**src/tcw_pkg.sv**
```systemverilog
// Shared types, codes and constants for the text console writer.
package tcw_pkg;

  // Field widths of the request and response channels
  localparam int REQ_W  = 2;
  localparam int CHAR_W = 8;
  localparam int COL_W  = 7;
  localparam int ROW_W  = 5;
  localparam int LIN_W  = 11;

  localparam logic [CHAR_W-1:0] NEWLINE_CODE = 8'h0A;
  localparam logic [CHAR_W-1:0] SPACE_CODE   = 8'h20;
  localparam logic [CHAR_W-1:0] FILL_CODE    = 8'h00;

  typedef enum logic [REQ_W-1:0] {
    REQ_PUT   = 2'd0,
    REQ_CLEAR = 2'd1,
    REQ_SET   = 2'd2,
    REQ_READ  = 2'd3
  } req_e;

  typedef enum logic [3:0] {
    ST_INIT,
    ST_IDLE,
    ST_DECODE,
    ST_PUT,
    ST_READ,
    ST_CLEAR,
    ST_SCROLL,
    ST_FLUSH,
    ST_FILL,
    ST_FINISH
  } state_e;

  // Grid write source selected by the controller
  typedef enum logic [1:0] {
    WR_NONE,
    WR_SPACE,
    WR_ZERO,
    WR_CHAR
  } wr_sel_e;

  typedef struct packed {
    logic    load_req;
    logic    calc_addr;
    logic    set_cur;
    logic    home_cur;
    logic    advance;
    wr_sel_e wr_sel;
    logic    cnt_clr;
    logic    cnt_inc;
    logic    copy_rd;
    logic    rd_cell;
    logic    load_out;
  } cmd_t;

  typedef struct packed {
    req_e req_type;
    logic wrap;
    logic copy_last;
    logic cnt_end;
    logic out_free;
  } sts_t;

endpackage

```
**src/tcw_ctrl.sv**
```systemverilog
// Controller state machine of the text console writer.
module tcw_ctrl import tcw_pkg::*; (
  input  logic clk_i,
  input  logic rst_ni,
  input  logic req_valid_i,
  output logic req_ready_o,
  input  sts_t sts_i,
  output cmd_t cmd_o
);

  state_e state_q, state_d;

  always_ff @(posedge clk_i or negedge rst_ni) begin
    if (!rst_ni) begin
      state_q <= ST_INIT;
    end else begin
      state_q <= state_d;
    end
  end

  // Next state
  always_comb begin
    state_d = state_q;
    unique case (state_q)
      ST_INIT: begin
        if (sts_i.cnt_end) state_d = ST_IDLE;
      end
      ST_IDLE: begin
        if (req_valid_i) state_d = ST_DECODE;
      end
      ST_DECODE: begin
        unique case (sts_i.req_type)
          REQ_PUT:   state_d = ST_PUT;
          REQ_CLEAR: state_d = ST_CLEAR;
          REQ_SET:   state_d = ST_FINISH;
          REQ_READ:  state_d = ST_READ;
          default:   state_d = ST_FINISH;
        endcase
      end
      ST_PUT: begin
        state_d = sts_i.wrap ? ST_SCROLL : ST_FINISH;
      end
      ST_READ:  state_d = ST_FINISH;
      ST_CLEAR: begin
        if (sts_i.cnt_end) state_d = ST_FINISH;
      end
      ST_SCROLL: begin
        if (sts_i.copy_last) state_d = ST_FLUSH;
      end
      ST_FLUSH: state_d = ST_FILL;
      ST_FILL: begin
        if (sts_i.cnt_end) state_d = ST_FINISH;
      end
      ST_FINISH: begin
        if (sts_i.out_free) state_d = ST_IDLE;
      end
      default: state_d = ST_INIT;
    endcase
  end

  // Commands
  always_comb begin
    req_ready_o     = 1'b0;
    cmd_o.load_req  = 1'b0;
    cmd_o.calc_addr = 1'b0;
    cmd_o.set_cur   = 1'b0;
    cmd_o.home_cur  = 1'b0;
    cmd_o.advance   = 1'b0;
    cmd_o.wr_sel    = WR_NONE;
    cmd_o.cnt_clr   = 1'b0;
    cmd_o.cnt_inc   = 1'b0;
    cmd_o.copy_rd   = 1'b0;
    cmd_o.rd_cell   = 1'b0;
    cmd_o.load_out  = 1'b0;
    unique case (state_q)
      ST_INIT, ST_CLEAR: begin
        cmd_o.wr_sel  = WR_SPACE;
        cmd_o.cnt_inc = 1'b1;
      end
      ST_IDLE: begin
        req_ready_o    = 1'b1;
        cmd_o.load_req = req_valid_i;
      end
      ST_DECODE: begin
        cmd_o.calc_addr = 1'b1;
        cmd_o.cnt_clr   = 1'b1;
        cmd_o.set_cur   = (sts_i.req_type == REQ_SET);
        cmd_o.home_cur  = (sts_i.req_type == REQ_CLEAR);
      end
      ST_PUT: begin
        cmd_o.wr_sel  = WR_CHAR;
        cmd_o.advance = 1'b1;
      end
      ST_READ: cmd_o.rd_cell = 1'b1;
      ST_SCROLL: begin
        cmd_o.copy_rd = 1'b1;
        cmd_o.cnt_inc = 1'b1;
      end
      ST_FLUSH: ;
      ST_FILL: begin
        cmd_o.wr_sel  = WR_ZERO;
        cmd_o.cnt_inc = 1'b1;
      end
      ST_FINISH: cmd_o.load_out = sts_i.out_free;
      default: ;
    endcase
  end

endmodule

```
**config.mk**
```make
export PLATFORM = sky130hd
export DESIGN_NAME = tcw_ctrl
export DESIGN_NICKNAME = d
export VERILOG_FILES = /design/src/tcw_pkg.sv /design/src/tcw_ctrl.sv
export SDC_FILE = /design/constraint.sdc
export NUM_CORES = 1
export LEC_CHECK = 0
export ABC_AREA = 1
export BUFFER_PORTS_ARGS = -buffer_cell sky130_fd_sc_hd__buf_2
export CELL_PAD_IN_SITES_DETAIL_PLACEMENT = 2
export CELL_PAD_IN_SITES_GLOBAL_PLACEMENT = 2
export CORE_ASPECT_RATIO = 0.6
export CORE_MARGIN = 5
export CORE_UTILIZATION = 20
export DETAILED_ROUTE_END_ITERATION = 10
export PLACE_DENSITY_LB_ADDON = 0.1
export RECOVER_POWER = 25
export SLEW_MARGIN = 20
export SYNTH_ARGS = -nofsm -noshare
export SYNTH_HDL_FRONTEND = slang
export SYNTH_SLANG_ARGS = --single-unit
```
**constraint.sdc**
```tcl
create_clock -name clk_i -period 1.4 [get_ports clk_i]
set_clock_uncertainty 0.1 [all_clocks]
set_input_delay 0.14 -clock clk_i [delete_from_list [all_inputs] [get_ports clk_i]]
set_output_delay 0.14 -clock clk_i [all_outputs]
set_load 0.01 [all_outputs]
```
== Yosys cells after proc, flatten, opt, wreduce, memory -nomap -nowiden ==
Cells that the tools add are included.

* Output and inout bits: 13
* Word-level logic and storage cells: 42
* Bits in registers: 4
* Input bits: 9

* Equality and inequality tests: 17
* Reduce and logical (&&, ||, !) cells: 6
* Mux-type cells: 18

{| class="wikitable"
|+ Operators by type and width
! kind !! number
|-
| $pmux 4 s9 || 1
|-
| $mux 4 || 6
|-
| $eq 4x3->1 const B || 4
|-
| $pmux 4 s4 || 1
|-
| $eq 4x2->1 const B || 2
|-
| $eq 4x4->1 const B || 2
|-
| $mux 1 || 8
|-
| $ne 2x2->1 const B || 4
|-
| $pmux 2 s3 || 1
|-
| $reduce_and 5->1 || 1
|-
| $eq 2x2->1 const B || 2
|-
| $eq 4x1->1 const B || 1
|-
| $logic_not 4->1 || 1
|-
| $reduce_or 2->1 || 2
|-
| $reduce_or 4->1 || 1
|-
| $mux 3 || 1
|-
| $eq 2x1->1 const B || 1
|-
| $logic_not 2->1 || 1
|-
| $ne 2x1->1 const B || 1
|}

== Logic depth before layout (Yosys ltp) ==
Gate-level depths: netlist (run 1).

* Depth after elaboration: 4
* Depth in mapped cells: 9
* Gate-level depth less buffers: 9

== Least setup slack after synthesis (run 1) ==
No wires, ideal clock.

* Path type: register to output
* From: register state_q[2]
* To: output port cmd_o[8] in the netlist's numbering
* Path buffers: 0
* Cell stages (with the launch flop): 6
* Required time: 1.160 ns
* Arrival: 1.121 ns
* Setup slack: 0.039 ns
* Cells stage by stage: dfrtp_1 > nor2_1 > nand2_1 > inv_1 > nand2_1 > nor2_1

{| class="wikitable"
|+ RTL lines
! element !! RTL line !! source
|-
| start: declaration || tcw_ctrl.sv:11 || <nowiki>state_e state_q, state_d;</nowiki>
|-
| start signal: assignment || tcw_ctrl.sv:17 || <nowiki>state_q <= state_d;</nowiki>
|-
| end: declaration || tcw_ctrl.sv:8 || <nowiki>output cmd_t cmd_o</nowiki>
|}

==> impl_metrics.tcl, run 1 <==
set metrics [dict create \
    clk_latency_ns 0.24 \
    cp_slowest_stage_delay_ns 0.45 \
    path_class "flop to output port" \
    power_density_nw_per_um2 2650 \
    grt_use_met2 0.259 \
    min_period_ns 1.75 \
    synth_cells 84 \
    p_seq_frac 0.101 \
    drv_cap 0 \
    antenna_cells 0 \
    hp-class "input pin to async pin" \
    fin_ws_ns -0.349 \
    synthToLayoutAreaGrowth_pct 153 \
    design.die.area_sq_um 3420 \
    synthesis.nets 93 \
    grt.busiest_layer "met2" \
    critPathTopFamily "simple AND/OR/NAND/NOR gates" \
    cts_tree "built" \
    r2r_slack_ns -0.30 \
    crit_chain "inv_4 -> nor2_4 -> nand2_2 -> inv_2 -> nand2_2 -> nor2_1 -> buf_2" \
    critPathMaxFanout 4 \
    dp_hpwl_um 1800 \
    use_met3 0.0449 \
    yosysWarnings 0 \
    critPathMostFrequentCell "nand2_2" \
    drc 0 \
    met1_usage 0.219 \
    postSynthAreaPerCell_sq_um 5.54 \
    yosysSeqAreaShare 0.215 \
    numCtsBuffers 3 \
    reg2reg_from "state_q[0]" \
    tns_ns -3.56 \
    swShare 0.516 \
    initial_utilization 0.212 \
    drive_gt1_frac 0.715 \
    finalWirelength_um 4080 \
    io_pins 22 \
    switching_power_uw 1610 \
    multi_input_area_sq_um 478 \
    largest_register_ffs 4 \
    grt_max_degree 8 \
    stdcell_area_sq_um 1180 \
    setup.worst_path.start_class "flop" \
    post-route-period-util 1.25 \
    dieWidth_um 72.3 \
    leakagePower_uw 0.000639 \
    ctsRootBufferMaster "clkbuf_8" \
    grt_pass1_wl_um 3950 \
    ys_types 15 \
    grt_pass1_vias 779 \
    dieHeight_um 47.4 \
    final_nets 148 \
    hold_violations 0 \
    rsz0062_at_grt "true" \
    clock-sinks 4 \
    dp_cells 145 \
    slew_headroom 0.728 \
    place.gp.congestion 0.806 \
    clkSlewWorstSetupHoldPaths_ns 0.05 \
    regArea_sq_um 105 \
    path_buf_inv 3 \
    internal-power_uw 1510 \
    max_freq_mhz 572 \
    portBuffers 21 \
    antenna_found_initial 0 \
    endpoint_kind "output port" \
    slowest_stage "dfrtp_2" \
    post_drt_wl_per_cell_um 24.4 \
    clk_path_buf_depth 2 \
    drt_iter0_drc 36 \
    worst_pin_slew_ns 0.405 \
    slew_violations 0 \
    grt_overflow_total 0 \
    cp_data_required_time_ns 1.16 \
    status "finished with violations" \
    pwr-share-clk 0.096 \
    rows 13 \
    core_sq_um 2200 \
    setup_viol 17 \
    peakVddDrop_uv 1070 \
    ant_nets 0 \
    placed_area_sq_um 683 \
    vias_per_cell 4.96 \
    syn_area_sq_um 465 \
    via_count 829 \
    violations "setup timing" \
    layoutNonFillerInstCount 167 \
    startpoint "state_q[1]" \
    crit_arrival_ns 1.51 \
    p_comb_frac 0.803 \
    fillers 240 \
    yosys_register_bits 4 \
    regMostFlops "state_q" \
    track_usage 0.160 \
    top_regs "state_q x4" \
    cts.htree.levels 1 \
    firstDrtPassIters 4 \
]
metal layers:
layer | share of wire | vias up
li1 | - | 365
met1 | 0.46 | 419
met2 | 0.45 | 41
met3 | 0.079 | 4
met4 | 0.011 | 0
met5 | 0 | -
stage by stage:
stage / utilization / hold slack [ns] / total power (uW) / setup slack [ns]
floorplan: - / -0.256 / 947 / 0.0393
global placement: 0.311 / -0.151 / 1460 / -0.111
detailed placement: 0.311 / -0.150 / 1490 / -0.128
CTS: 0.395 / 0.148 / 2080 / -0.147
global route: 0.537 / 0.228 / 3240 / -0.394
finish: 0.537 / 0.215 / 3120 / -0.349
worst paths after layout:
path,end,depth (start not counted)
hold reg to reg,state_q[3],2
hold / removal,state_q[2],2
setup / recovery,cmd_o[8],7
setup reg to reg,state_q[1],9
min in group clk_i,state_q[2],6
max in group asynchronous,state_q[3],2
layout make-up:
cell class	instances	area share
Clock buffer	3	0.0350
Timing Repair Buffer	51	0.381
Sequential cell	4	0.0892
Multi-Input combinational cell	65	0.406
Tap cell	30	0.0318
Inverter	14	0.0573
cells in the final DEF (no fill, tap or decap), types with 2 or more instances in the layout:
cell type and instances:
nand3_1 4, nor2_4 9, dfrtp_2 4, nand2_4 8, nor2_2 2, buf_6 22
buf_4 15, inv_2 3, buf_2 11, nand3b_1 3, nand3_2 3, nor2_1 5
inv_4 4, inv_1 6, nand2_1 16, nand2_2 8, clkbuf_8 3
synth_stat cells:
library cell	instances	area (sq um)
buf_4	1	7.51
nor4_1	1	6.26
nand3b_1	3	22.5
nor3_1	3	15.0
nand2_2	6	37.5
dfrtp_1	4	100
o21ai_0	1	5.00
nand4_1	1	6.26
nand3_2	2	20.0
nor2_2	2	12.5
inv_2	2	7.51
nor2_1	14	52.6
inv_1	12	45.0
nand3_1	6	30.0
nand2_1	26	97.6
power by group through the flow:
stage,Clock (uW),Sequential (uW),Combinational [uW]
detailed placement,0,258,1240
global route,312,325,2600
finish,300,316,2510
global placement,0,250,1210
CTS,256,308,1510
floorplan,0,229,719
what timing repair did:
item / 4_1_cts / 5_1_grt
setup buffers: 4 / 14
resized for setup: 33 / 49
setup endpoints to repair: 17 / 17
pin swaps: 6 / 14
endpoints found under the hold margin: 4 / 0
hold buffers: 1 / 0
kinds of logic after synthesis:
| family | count (synthesis) | synth area share |
|---|---|---|
| buffers and inverters | 15 | 0.129 |
| flip-flops | 4 | 0.215 |
| AND/OR/NAND/NOR | 64 | 0.645 |
| AO/OA/AOI/OAI | 1 | 0.0107 |
Note: power is estimated with default switching activity, not from simulation.
==> inputs of run 2 (changes only) <==
- ABC_AREA: 1 -> unset
- CORE_ASPECT_RATIO: 0.6 -> 1.5
- CORE_UTILIZATION: 20 -> 22
==> run 2 against run 1 <==
Effect of this change:
- clock power decreased by 51%
- worst hold slack got worse by 0.097 ns
- the flow still finishes with violations (setup timing)
- fmax increased by 2.8%
- first-iteration DRC count decreased by 64%
- cell area decreased by 4.5%
- cell count decreased by 13%
- sequential share of layout area increased by 0.42 points
- global-route usage increased by 3.4 points
- die area decreased by 8.5%
- utilization increased by 1.9 points
- routed wire length decreased by 20%
==> impl_metrics.tcl, run 2 <==
set metrics [dict create \
    status "finished with violations" \
    violations "setup timing" \
    top_regs "state_q x4" \
    via_count 752 \
    final_common_cell "buf_6" \
    synth_cells 67 \
    grt_pass1_vias 852 \
    power_density_nw_per_um2 2430 \
    antenna_found_initial 0 \
    synthesis.nets 76 \
    netlist.area_leader.share 0.217 \
    clock-sinks 4 \
    yosys_register_bits 4 \
    post_drt_wl_per_cell_um 22.4 \
    slew_violations 0 \
    hp-class "input pin to flop" \
    clk_latency_ns 0.24 \
    path_buf_inv 2 \
    fin_ws_ns -0.302 \
    endpoint_kind "output port" \
    regMostFlops "state_q" \
    dieWidth_um 47.4 \
    p_total_uw 2730 \
    stdcell_area_sq_um 1130 \
    path_class "flop to output port" \
    synthTopCellsByArea "dfrtp_1 (22%), o21ai_0 (6.5%), nor2_1 (6.5%)" \
    finalWirelength_um 3250 \
    leakagePower_uw 0.000536 \
    synthToLayoutAreaGrowth_pct 144 \
    worst_pin_slew_ns 0.322 \
    design.die.area_sq_um 3130 \
    cts_tree "built" \
    hold_violations 0 \
    cp_slowest_stage_delay_ns 0.44 \
    postSynthAreaPerCell_sq_um 6.89 \
    fin_util 0.556 \
    initial_utilization 0.228 \
    io_pins 22 \
    syn_area_sq_um 462 \
    cts.htree.levels 1 \
    min_period_ns 1.70 \
    drive_gt1_frac 0.740 \
    final_cell_mix "buf_6 (23), buf_4 (18), buf_2 (15)" \
    rsz0062_at_grt "true" \
    numCtsBuffers 3 \
    setup.worst_path.start_class "flop" \
    clkSlewWorstSetupHoldPaths_ns 0.04 \
    synthArstFlopShare 1.00 \
    yosysTopAreaCell "dfrtp_1" \
    firstDrtPassIters 4 \
    grt_max_degree 7 \
    drc 0 \
    layoutNonFillerInstCount 145 \
    core_sq_um 2030 \
    vias_per_cell 5.19 \
    dp_hpwl_um 1680 \
    yosysWarnings 0 \
    antenna_cells 0 \
    yosysSeqAreaShare 0.217 \
    final_nets 134 \
    rows 20 \
    grt_overflow_total 0 \
    critPathTopFamily "flip-flops" \
    clk_path_buf_depth 2 \
    post-route-period-util 1.22 \
    dp_cells 125 \
    ant_nets 0 \
    crit_arrival_ns 1.46 \
    setup_viol 17 \
    drv_cap 0 \
    critPathMaxFanout 5 \
    cp_data_required_time_ns 1.16 \
    peakVddDrop_uv 1040 \
    ctsRootBufferMaster "clkbuf_4" \
    crit_chain "buf_4 -> nor2b_4 -> nor3_2 -> a21oi_1 -> nor2_1 -> buf_2" \
    fillers 200 \
    synthFlopType "dfrtp_1" \
    yosysMostFrequentCell "nor2_1" \
    largest_register_ffs 4 \
    slowest_stage "dfrtp_2" \
    track_usage 0.194 \
    dieHeight_um 66.1 \
    slew_headroom 0.785 \
    synth_edf_count 0 \
    synth_commonest_cells "nor2_1 (8), o21ai_0 (6), inv_1 (5), nor3_1 (5)" \
    place.gp.congestion 0.794 \
    ys_types 27 \
    placed_area_sq_um 737 \
    drt_iter0_drc 13 \
    max_freq_mhz 588 \
    portBuffers 21 \
    grt_pass1_wl_um 4280 \
]
## run 2: cell types whose count changed in the layout (fill, tap and decap cells not counted), moves of 4 or more
cell     before  now
nand2_1      16    1
nand3_1       4    0
o21ai_1       0    4
nand2_2       8    2
nor2_4        9    1
buf_2        11   15
inv_4         4    0
nand2_4       8    1
## run 2: power by group
part,total [uW],internal [uW],leakage [uW],switching (uW)
Sequential,287,178,0.0000456,109
Clock,148,96.3,0.0000138,52.1
Combinational,2300,1220,0.000477,1080
Total,2730,1490,0.000536,1240
## run 2: timing repair
item / in CTS / in global routing
hold buffers: 1 / 0
pin swaps: 14 / 5
gates resized for setup: 46 / 19
gates cloned: 0 / 0
buffers inserted: 11 / 5
endpoints found under the hold margin: 4 / 0
endpoints found under the setup margin: 17 / 17
## run 2: worst reg2reg max path: cells and delay by family, from the launching register on
family / cells / cell delay [ns]
DFF: 1 / 0.44
AOI/OAI and AO/OA: 1 / 0.12
buffers and inverters: 1 / 0.16
muxes: 1 / 0.22
and+or+nand+nor: 2 / 0.52
## run 2: final cells by class
class	count	area [sq um]	share of cell area
Tap cell	22	27.5	0.0244
Multi-Input combinational cell	53	469	0.417
Clock buffer	3	22.5	0.0200
Inverter	5	18.8	0.0167
Timing Repair Buffer	58	483	0.429
Sequential cell	4	105	0.0933
## run 2: logic make-up after synthesis
family                 count (synthesis)  synth area share
buffers and inverters                 10             0.100
DFF                                    4             0.217
muxes                                  1            0.0217
and+or+nand+nor                       32             0.374
AOI/OAI and AO/OA                     20             0.287
## run 2: metrics by stage
stage                     TNS [ns]  worst slack, ns  hold slack (ns)
after global routing         -4.17           -0.346            0.123
after detailed placement     -1.05           -0.190           -0.153
after floorplan            -0.0577          -0.0266           -0.256
after global placement      -0.797           -0.163           -0.155
final                        -3.22           -0.302            0.118
after CTS                    -2.25           -0.218            0.131
## run 2: metal layers
layer	up-vias	global-route usage	routed length (um)
li1	354	-	-
met1	359	0.205	1170
met2	27	0.351	1800
met3	12	0.0272	141
met4	0	0.0900	143
met5	-	0	0
## run 2: path summary, 6_finish.rpt
| path | slack, ns | start | cells after the start | end |
|---|---|---|---|---|
| max in group asynchronous | 0.84 | rst_ni | 2 | state_q[0] |
| worst min register to register | 0.73 | state_q[3] | 3 | state_q[1] |
| worst max-delay path | -0.30 | state_q[0] | 6 | cmd_o[5] |
| worst max register to register | -0.24 | state_q[0] | 5 | state_q[0] |
| min in group asynchronous | 0.17 | rst_ni | 2 | state_q[3] |
| worst min-delay path | 0.12 | sts_i[2] | 3 | state_q[1] |
==> inputs of run 3 (changes only) <==
- CORE_MARGIN: 5 -> 3
==> run 3 against run 2 <==
Effect of this change:
- the run still ends with setup timing left
- global-route usage up 2.1 points
- count of clock-buffer cells in the layout unchanged
- cell count down 4.8%
- power down 12%
- worst hold slack worse by 0.0023 ns
==> impl_metrics.tcl, run 3 (synthesis results as in run 2) <==
set metrics [dict create \
    status "finished with violations" \
    violations "setup timing" \
    ant_nets 0 \
    post_drt_wl_per_cell_um 20.5 \
    design.die.area_sq_um 2700 \
    final_cell_mix "buf_2 (19), buf_4 (17), buf_6 (14)" \
    p_total_uw 2410 \
    place.gp.congestion 0.722 \
    stdcell_area_sq_um 1010 \
    min_period_ns 1.69 \
    power_density_nw_per_um2 2370 \
    final_nets 128 \
    core_sq_um 1900 \
    rows 19 \
    setup_viol 17 \
    fillers 204 \
    rsz0062_at_grt "true" \
    placed_area_sq_um 713 \
    initial_utilization 0.243 \
    grt_pass1_wl_um 4350 \
    firstDrtPassIters 3 \
    min_from "sts_i[0]" \
    track_usage 0.215 \
    reg2reg_from "state_q[0]" \
    setup.worst_path.start_class "flop" \
    hp-class "input pin to flop" \
    path_class "flop to output port" \
    internal-power_uw 1290 \
    drc 0 \
    r2r_cells 5 \
    clk_latency_ns 0.25 \
    largest_register_ffs 4 \
    portBuffers 21 \
    fin_ws_ns -0.285 \
    final_common_cell "buf_2" \
    p_seq_frac 0.102 \
    startpoint "state_q[0]" \
    top_regs "state_q x4" \
    p_comb_frac 0.832 \
    grt_pass1_vias 855 \
    clkSlewWorstSetupHoldPaths_ns 0.05 \
    numCtsBuffers 3 \
    r2r-end "state_q[0]" \
    slew_headroom 0.783 \
    slew_violations 0 \
    max_freq_mhz 593 \
    cp_data_required_time_ns 1.16 \
    clock-sinks 4 \
    clk_path_buf_depth 2 \
    crit_arrival_ns 1.45 \
    hold-worst-slack_ns 0.115 \
    cp_slowest_stage_delay_ns 0.41 \
    drv_cap 0 \
    worst_pin_slew_ns 0.324 \
    grt_max_degree 9 \
    ctsRootBufferMaster "clkbuf_4" \
    cts_tree "built" \
    pwr-share-clk 0.066 \
    leakagePower_uw 0.000502 \
    hold-path-endpoint "state_q[3]" \
    r2r_slack_ns -0.26 \
    drt_iter0_drc 10 \
    dp_hpwl_um 1560 \
    vias_per_cell 5.15 \
    post-route-period-util 1.20 \
    regMostFlops "state_q" \
    switching_power_uw 1120 \
    hold_violations 0 \
    whs_path_depth 4 \
    io_pins 22 \
    layoutNonFillerInstCount 138 \
    synthToLayoutAreaGrowth_pct 120 \
    endpoint_kind "output port" \
    finalWirelength_um 2830 \
    peakVddDrop_uv 1110 \
    drive_gt1_frac 0.692 \
    cts.htree.levels 1 \
    swShare 0.466 \
    slowest_stage "dfrtp_1" \
    dieWidth_um 43.4 \
    antenna_cells 0 \
    dp_cells 121 \
    dieHeight_um 62.1 \
    critPathMaxFanout 6 \
    via_count 711 \
    antenna_found_initial 0 \
    crit_chain "buf_6 -> nor2b_4 -> nor3_2 -> a21oi_2 -> nor2_1 -> buf_2" \
    grt_overflow_total 0 \
]
[run 3: cell types whose count changed in the layout (fill, tap and decap cells not counted), moves of 2 or more]
cell     change
dfrtp_2      -2
dfrtp_1      +2
nor3_4       -2
and3_4       -2
buf_6        -9
and3_1       +2
buf_2        +4
[run 3: repair_timing]
action | CTS | global route
setup endpoints to repair | 16 | 17
buffers inserted | 10 | 4
hold buffers | 1 | 0
pin swaps | 10 | 10
hold endpoints to repair | 4 | 0
resized for setup | 30 | 20
[run 3: power groups by stage]
| stage | clock network, uW | logic, uW | registers (uW) |
|---|---|---|---|
| after floorplan | 0 | 721 | 231 |
| after global placement | 0 | 1240 | 224 |
| after detailed placement | 0 | 1270 | 231 |
| after CTS | 152 | 1730 | 237 |
| after global routing | 170 | 2150 | 249 |
| final | 158 | 2010 | 246 |
[run 3: layer usage]
metal	vias to the layer above	wire length, um	track usage
met5	-	0	0
met4	0	17	0.0604
met3	2	77	0.0549
met2	13	1620	0.385
met1	359	1120	0.239
li1	337	-	-
[run 3: area by class of cell]
type                            count  area (sq um)  area share
Multi-Input combinational cell     53           450       0.444
Sequential cell                     4           103       0.101
Timing Repair Buffer               52           394       0.388
Inverter                            5          18.8      0.0185
Tap cell                           21          26.3      0.0259
Clock buffer                        3          22.5      0.0222
[run 3: how the worst max path moves through the flow]
stage	to	slack [ns]
6_report	cmd_o[5]	-0.29
5_1_grt	cmd_o[5]	-0.36
4_1_cts	cmd_o[3]	-0.22
3_5_place_dp	state_q[1]	-0.15
3_3_place_gp	state_q[0]	-0.14
2_1_floorplan	cmd_o[10]	-0.03
[run 3: worst max-delay path, delay by kind of cell (launching register included)]
family	cells	cell delay (ns)
compound gates	1	0.07
buf+inv	2	0.28
flops	1	0.41
simple gates	3	0.42
[run 3: metrics by stage]
step,util,setup TNS [ns],setup WS (ns)
2_1_floorplan,-,-0.0577,-0.0266
3_3_place_gp,0.375,-0.637,-0.139
3_5_place_dp,0.375,-0.873,-0.147
4_1_cts,0.491,-2.54,-0.219
5_1_grt,0.534,-3.90,-0.361
6_report,0.534,-2.91,-0.285
